<file path="src/hdl/otsu_class_variance_engine_top_macros.svh">
// otsu_class_variance_engine_top_macros.svh
// assertion macros used by the engine's sequencer; no other dependencies
`ifndef OTSU_CLASS_VARIANCE_ENGINE_TOP_MACROS_SVH
`define OTSU_CLASS_VARIANCE_ENGINE_TOP_MACROS_SVH

// clocked check, muted while reset is asserted
`define OCVE_ASSERT(lbl, prop, msg) \
	lbl: assert property (@(posedge clk) disable iff (!arst_n) prop) else $error(msg);

// clocked check that also holds during reset
`define OCVE_ASSERT_ALWAYS(lbl, prop, msg) \
	lbl: assert property (@(posedge clk) prop) else $error(msg);

`endif

</file>
<file path="src/hdl/ocve_pkg.sv">
// ocve_pkg.sv
// shared types and constants of the otsu class variance engine; no dependencies
`timescale 1ns / 1ps

package ocve_pkg;

	localparam int BIN_COUNT = 256;
	localparam int BIN_W     = 8;
	localparam int FRAC      = 16;
	localparam int VAL_W     = 16;

	localparam logic KIND_LOAD  = 1'b0;
	localparam logic KIND_QUERY = 1'b1;

	typedef struct packed {
		logic              kind;
		logic [BIN_W-1:0]  bin_index;
		logic [VAL_W-1:0]  bin_value;
		logic [BIN_W-1:0]  threshold;
	} item_t;

	typedef struct packed {
		logic [16:0] class1_prob;
		logic [16:0] class2_prob;
		logic [23:0] class1_cum_mean;
		logic [23:0] global_mean;
		logic [31:0] global_variance;
		logic [31:0] between_variance;
	} result_t;

	// controller to datapath commands
	typedef struct packed {
		logic             clear;
		logic             issue;
		logic             pass2;
		logic [BIN_W-1:0] addr;
		logic             fin1;
		logic             div_load;
		logic             div_step;
		logic             capture;
	} cmd_t;

endpackage

</file>
<file path="src/hdl/ocve_ctrl.sv">
// ocve_ctrl.sv
// sequencer for histogram sweeps, division and result handoff
// depends on ocve_pkg and the assertion macro header
`timescale 1ns / 1ps
`include "otsu_class_variance_engine_top_macros.svh"

module ocve_ctrl (
	input  logic         clk,
	input  logic         arst_n,
	input  logic         item_valid,
	input  logic         item_kind,
	output logic         item_stall,
	output logic         result_valid,
	input  logic         result_stall,
	output ocve_pkg::cmd_t cmd
);
	import ocve_pkg::*;

	localparam logic [3:0] S_IDLE = 4'd0;
	localparam logic [3:0] S_P1   = 4'd1;
	localparam logic [3:0] S_W1   = 4'd2;
	localparam logic [3:0] S_F1   = 4'd3;
	localparam logic [3:0] S_P2   = 4'd4;
	localparam logic [3:0] S_W2   = 4'd5;
	localparam logic [3:0] S_DL   = 4'd6;
	localparam logic [3:0] S_DV   = 4'd7;
	localparam logic [3:0] S_FN   = 4'd8;

	localparam logic [BIN_W-1:0] LAST_BIN   = BIN_W'(BIN_COUNT - 1);
	localparam logic [BIN_W-1:0] DRAIN_LAST = BIN_W'(3);
	localparam logic [BIN_W-1:0] DIV_LAST   = BIN_W'(31);

	logic [3:0]       state_q;
	logic [BIN_W-1:0] cnt_q;
	logic             out_valid_q;
	logic             out_free;

	assign item_stall   = (state_q != S_IDLE);
	assign result_valid = out_valid_q;
	assign out_free     = !out_valid_q || !result_stall;

	always_comb begin
		cmd          = '0;
		cmd.addr     = cnt_q;
		unique case (state_q)
			S_IDLE: cmd.clear = item_valid && (item_kind == KIND_QUERY);
			S_P1: cmd.issue = 1'b1;
			S_W1: ;
			S_F1: cmd.fin1 = 1'b1;
			S_P2: begin
				cmd.issue = 1'b1;
				cmd.pass2 = 1'b1;
			end
			S_W2: ;
			S_DL: cmd.div_load = 1'b1;
			S_DV: cmd.div_step = 1'b1;
			S_FN: cmd.capture = out_free;
			default: ;
		endcase
	end

	always_ff @(posedge clk or negedge arst_n) begin
		if (!arst_n) begin
			state_q     <= S_IDLE;
			cnt_q       <= '0;
			out_valid_q <= 1'b0;
		end else begin
			if (cmd.capture) begin
				out_valid_q <= 1'b1;
			end else if (out_valid_q && !result_stall) begin
				out_valid_q <= 1'b0;
			end
			unique case (state_q)
				S_IDLE: begin
					cnt_q <= '0;
					if (item_valid && (item_kind == KIND_QUERY)) begin
						state_q <= S_P1;
					end
				end
				S_P1: begin
					cnt_q <= cnt_q + 1'b1;
					if (cnt_q == LAST_BIN) begin
						state_q <= S_W1;
					end
				end
				S_W1: state_q <= S_F1;
				S_F1: begin
					cnt_q   <= '0;
					state_q <= S_P2;
				end
				S_P2: begin
					cnt_q <= cnt_q + 1'b1;
					if (cnt_q == LAST_BIN) begin
						state_q <= S_W2;
					end
				end
				S_W2: begin
					cnt_q <= cnt_q + 1'b1;
					if (cnt_q == DRAIN_LAST) begin
						state_q <= S_DL;
					end
				end
				S_DL: begin
					cnt_q   <= '0;
					state_q <= S_DV;
				end
				S_DV: begin
					cnt_q <= cnt_q + 1'b1;
					if (cnt_q == DIV_LAST) begin
						state_q <= S_FN;
					end
				end
				S_FN: begin
					if (out_free) begin
						state_q <= S_IDLE;
					end
				end
				default: state_q <= S_IDLE;
			endcase
		end
	end

	`OCVE_ASSERT(a_hold_result, out_valid_q && result_stall |=> out_valid_q, "result dropped under stall")
	`OCVE_ASSERT(a_query_start, (state_q == S_IDLE) && item_valid && item_kind |=> state_q == S_P1, "query did not start sweep")
	`OCVE_ASSERT(a_div_len, (state_q == S_DV) && (cnt_q == DIV_LAST) |=> state_q == S_FN, "divider ran wrong length")
	`OCVE_ASSERT(a_no_capture_busy, cmd.capture |-> !(out_valid_q && result_stall), "result overwritten")

endmodule

</file>
<file path="config.mk">
export PLATFORM = sky130hd
export DESIGN_NAME = ocve_ctrl
export DESIGN_NICKNAME = d
export VERILOG_FILES = /design/src/hdl/ocve_pkg.sv /design/src/hdl/ocve_ctrl.sv
export VERILOG_INCLUDE_DIRS = /design/src /design/src/hdl
export SDC_FILE = /design/constraint.sdc
export NUM_CORES = 1
export LEC_CHECK = 0
export ABC_CLOCK_PERIOD_IN_PS = 5600
export BUFFER_PORTS_ARGS = -buffer_cell sky130_fd_sc_hd__buf_2
export CORE_ASPECT_RATIO = 0.9
export CORE_MARGIN = 10
export CORE_UTILIZATION = 50
export CTS_CLUSTER_DIAMETER = 30
export CTS_CLUSTER_SIZE = 14
export DETAILED_ROUTE_END_ITERATION = 10
export GPL_ROUTABILITY_DRIVEN = 0
export GPL_TIMING_DRIVEN = 0
export PLACE_DENSITY = 0.82
export SLEW_MARGIN = 15
export SYNTH_ARGS = -nofsm -noshare
export SYNTH_HDL_FRONTEND = slang
export SYNTH_SLANG_ARGS = --single-unit
</file>
<file path="constraint.sdc">
create_clock -name clk -period 5.6 [get_ports clk]
set_clock_uncertainty 0.15 [all_clocks]
set_input_delay 0.28 -clock clk [delete_from_list [all_inputs] [get_ports clk]]
set_output_delay 0.28 -clock clk [all_outputs]
set_load 0.01 [all_outputs]
</file>
# --- After elaboration in Yosys (flattened, before gate mapping) ---
# Cells that the tools add are included.
totals:
  out_inout_bits: 17
  in_bits: 5
  wordCells: 51
  regBits: 13
op_classes:
  n_reduce_logical: 13
  add_sub_neg: 1
  eq_ne: 17
  mux: 17
ops:
  columns: ["op", "count"]
  rows:
  - ["4-bit case mux with 9 select lines", 1]
  - ["4-bit 2-to-1 mux", 6]
  - ["4-bit by 3-bit equality test with 1-bit output (second input constant)", 4]
  - ["8-bit case mux with 2 select lines", 1]
  - ["2-bit inequality test (second input constant)", 6]
  - ["1-bit 2-to-1 mux", 9]
  - ["8-bit by 1-bit adder with 8-bit output (second input constant)", 1]
  - ["4-bit by 2-bit equality test with 1-bit output (second input constant)", 2]
  - ["8-bit by 2-bit equality test with 1-bit output (second input constant)", 1]
  - ["8-bit by 5-bit equality test with 1-bit output (second input constant)", 1]
  - ["8-bit equality test (second input constant)", 1]
  - ["6-bit AND reduction", 1]
  - ["4-bit by 1-bit equality test with 1-bit output (second input constant)", 1]
  - ["4-bit equality test (second input constant)", 1]
  - ["4-bit zero test", 1]
  - ["2-bit nonzero test", 2]
  - ["4-bit nonzero test", 1]
  - ["4-bit OR reduction", 1]
  - ["3-bit OR reduction", 1]
  - ["1-bit logical AND", 2]
  - ["1-bit zero test", 2]
  - ["2-bit OR reduction", 1]
  - ["1-bit logical OR", 1]

# --- Longest topological paths before layout ---
logic_depth:
  ltp_word: 4
  depth_mapped: 5
  ltp_nobuf: 5

# --- Worst setup path before layout ---
# Ideal clock, no wire load.
synth_path:
  path_kind: "register to register"
  start: "reg cnt_q[0]"
  end: "reg state_q[0]"
  setup_slack_ns: 3.577
  t_arrival_ns: 1.748
  synth_period_minus_slack_ns: 2.023
  n_path_buf: 0
  required_time_ns: 5.325
  setup_time_ns: 0.125
  stages_incl_launch_ff: 6
  path_cell_list: "dfrtp_1 ha_1 nor4b_2 a211oi_1 or4b_4 mux2_4"
synth_between:
  elab_chain_len: 3
  elab_cells_between_ends: 8
  classes_between: "eq/ne: 7; reduce/logical: 1"
synth_rtl:
  columns: ["item", "line_no", "source"]
  rows:
  - ["from (decl)", "ocve_ctrl.sv:34", "logic [BIN_W-1:0] cnt_q;"]
  - ["from (signal assigned)", "ocve_ctrl.sv:81", "cnt_q <= cnt_q + 1'b1;"]
  - ["from (signal assigned)", "ocve_ctrl.sv:92", "cnt_q <= cnt_q + 1'b1;"]
  - ["from (signal assigned)", "ocve_ctrl.sv:98", "cnt_q <= cnt_q + 1'b1;"]
  - ["8-bit by 5-bit equality test with 1-bit output, or another cell as far along", "ocve_ctrl.sv:109", "if (cnt_q == DIV_LAST) begin"]
  - ["2-bit inequality test (no line)", null, null]
  - ["6-bit AND reduction (no line) (*)", null, null]
  - ["to (signal assigned)", "ocve_ctrl.sv:110", "state_q <= S_FN;"]
  - ["to (signal assigned)", "ocve_ctrl.sv:115", "state_q <= S_IDLE;"]
  - ["to (signal assigned)", "ocve_ctrl.sv:118", "default: state_q <= S_IDLE;"]
  - ["to (decl)", "ocve_ctrl.sv:33", "logic [3:0] state_q;"]
# Mark *: on every way between the ends. The rest lies on a longest branch, timed or not.
# A chain may end at the register's enable or synchronous reset.

# --- Worst setup path in the final report ---
# Same ends and word-level chain as after synthesis.

==> out/metrics.cfg <==
[place]
dp_cells = 130
dp_slack_ns = 3.45
placement.io_buffers = 21
dp_hpwl_um = 1430
post_dp_cell_area_um2 = 947

[timing]
finalSetupTns_ns = 0
slew_headroom_pct = 49.8
rsz0062_at_grt = false
layout_min_cycle_time_ns = 2.16
fin_crit_sh_pct = 38.6
worst_pin_slew_ns = 0.752
finalSetupViolations = 0
hold_viol_final = 0
max_freq_ghz = 0.462
drv_slew = 0
whs_ns = 0.124
fin_ws_ns = 3.44

[power_and_ir_drop]
power_uw = 506
power_density_nw_per_um2 = 515
p_leak_nw = 0.466
vdd_ir_drop_max_mv = 0.288

[synthesis]
syn_nets = 93
synth_area_um2 = 815
synth_area_per_cell_um2 = 9.36
ys_warn_count = 0
synth.distinct_cells = 37
ys_top_cells_by_area = dfrtp_1, xnor2_1, nor2_1, a21oi_1, nor3_1
async_flop_share_pct = 100
synth_top_cell_by_area = dfrtp_1
synth_edf_count = 0
synth_seq_area_share_pct = 39.9
ys.flop_type = dfrtp_1
postSynthCellCount = 87
ys_ff_latch = 13
synth_top_cell_area_share_pct = 39.9

[global_route]
grt_max_degree = 14
grt_pass1_vias = 713
antenna_found_initial = 0
grt_pass1_wl_um = 3190
groute.usage.overall_pct = 10.2
grt_overflow_total = 0

[clock_network]
cts_setup_buffers = 0
cts.sink_count = 13
cts_resized = 0
path_clk_slew_ns = 0.08
cts_tree = built
ctsLongestPathBuffers = 2
clk_latency_ns = 0.27
root_buffer = clkbuf_4
ctsHoldBuffers = 1
htree_num_levels = 1
numCtsBuffers = 3

[run_status]
status = complete, no violations

[floorplan]
die_width_um = 62.5
start_util_pct = 54.4
core_um2 = 1500
rows = 13
die_h_um = 58.3
dieArea_um2 = 3650
ios = 22

[layout]
final_nets = 120
nFillCells = 146
finalInstanceArea_um2 = 983
diodes = 0
final_util_pct = 65.7
layout-drive-gt1-share_pct = 30.1
final_cells = 135
syn_to_final_growth_pct = 20.7

[worst_setup_path]
path_cells = ha_1 -> nor4b_2 -> a211oi_1 -> or4b_4 -> mux2_4
cp.required_ns = 5.61
crit_slowest_cell = or4b_4
crit_type = flop to flop
cp_num_buf_inv = 0
cp_top_family = simple AND/OR/NAND/NOR gates
worst_path_largest_cell_delay_ns = 0.55
cp_max_fo = 5
crit_path_end_kind = flop
start_kind = flop
crit_arrival_ns = 2.17

[detailed_routing]
wl_per_cell_um = 13.7
ant_nets = 0
dr.pass1.iters = 5
drtIter0Drc = 15
wl_um = 1850
routed_via_density = 5.40
drc = 0
vias = 729

[job]
maxCapViolCount = 0

[min_path]
hold_class = input pin to flop

## report_power, final
group | switching [mW] | leakage, nW | internal [mW]
combinational | 0.149 | 0.283 | 0.139
clock | 0.0291 | 0.0150 | 0.0275
sequential | 0.0378 | 0.168 | 0.124
## cell type report
type | count | area, µm² | share of cell area [%]
repair buffers | 22 | 115 | 11.7
plain buffers | 4 | 18.8 | 1.91
well taps | 22 | 27.5 | 2.80
inverters | 1 | 3.75 | 0.382
flip-flops and latches | 13 | 325 | 33.1
multi-input cells | 69 | 467 | 47.5
clock buffers | 4 | 26.3 | 2.67
## tightest hold or removal path, stage by stage
cell and delay [ns]:
buf_2 0.09, nand2_1 0.08, nand2_1 0.06
## Yosys cell counts (all sizes together), types with 3 or more instances
cell,n
a21oi,5
nor2,12
xnor2,6
dfrtp,13
nor3,6
nand2b,3
nand2,6
buf,3
## cell families after synthesis
group	after synthesis	synth area share, %
AO/OA/AOI/OAI	13	10.6
AND/OR/NAND/NOR	45	33.3
flip-flops	13	39.9
adder cells (fa/ha/maj)	1	1.54
multiplexers	2	3.23
buffers and inverters	5	2.76
XOR/XNOR	8	8.60
## final timing paths
check	endpoint	depth (start not counted)	slack [ns]	start
min in group asynchronous	cnt_q[3]	2	0.26	arst_n
hold reg to reg	result_valid	2	0.40	result_valid
setup / recovery	state_q[0]	5	3.44	cnt_q[0]
max in group asynchronous	cnt_q[0]	2	4.81	arst_n
setup reg to reg	state_q[0]	5	3.44	cnt_q[0]
hold / removal	result_valid	3	0.12	result_stall
## cell usage in the layout (no fill, tap or decap), types with 2 or more instances in the layout
| cell | Yosys | final |
|---|---|---|
| clkbuf_1 | 1 | 2 |
| nor3b_1 | 2 | 2 |
| nand4b_1 | 2 | 2 |
| nor3_1 | 5 | 5 |
| o22ai_1 | 2 | 2 |
| nand2_1 | 6 | 6 |
| buf_2 | 3 | 24 |
| nor2_1 | 12 | 12 |
| clkbuf_4 | 0 | 3 |
| nand3_1 | 2 | 2 |
| dfrtp_1 | 13 | 13 |
| xor2_1 | 2 | 2 |
| xnor2_1 | 6 | 6 |
| nand2b_1 | 3 | 3 |
| a21oi_1 | 5 | 5 |
## sequential cells by signal, indices dropped and copies added, names as in the netlist
signal        flops
result_valid      1
state_q           4
cnt_q             8
## metal layers
layer / vias to the layer above / global-route usage, % / share of wire (%)
met4: 0 / 3.82 / 0.49
met2: 24 / 16.2 / 45
met5: - / 0 / 0
met1: 336 / 12.9 / 46
li1: 367 / - / -
met3: 2 / 3.02 / 8.1
Power figures use the tool's default switching activity.
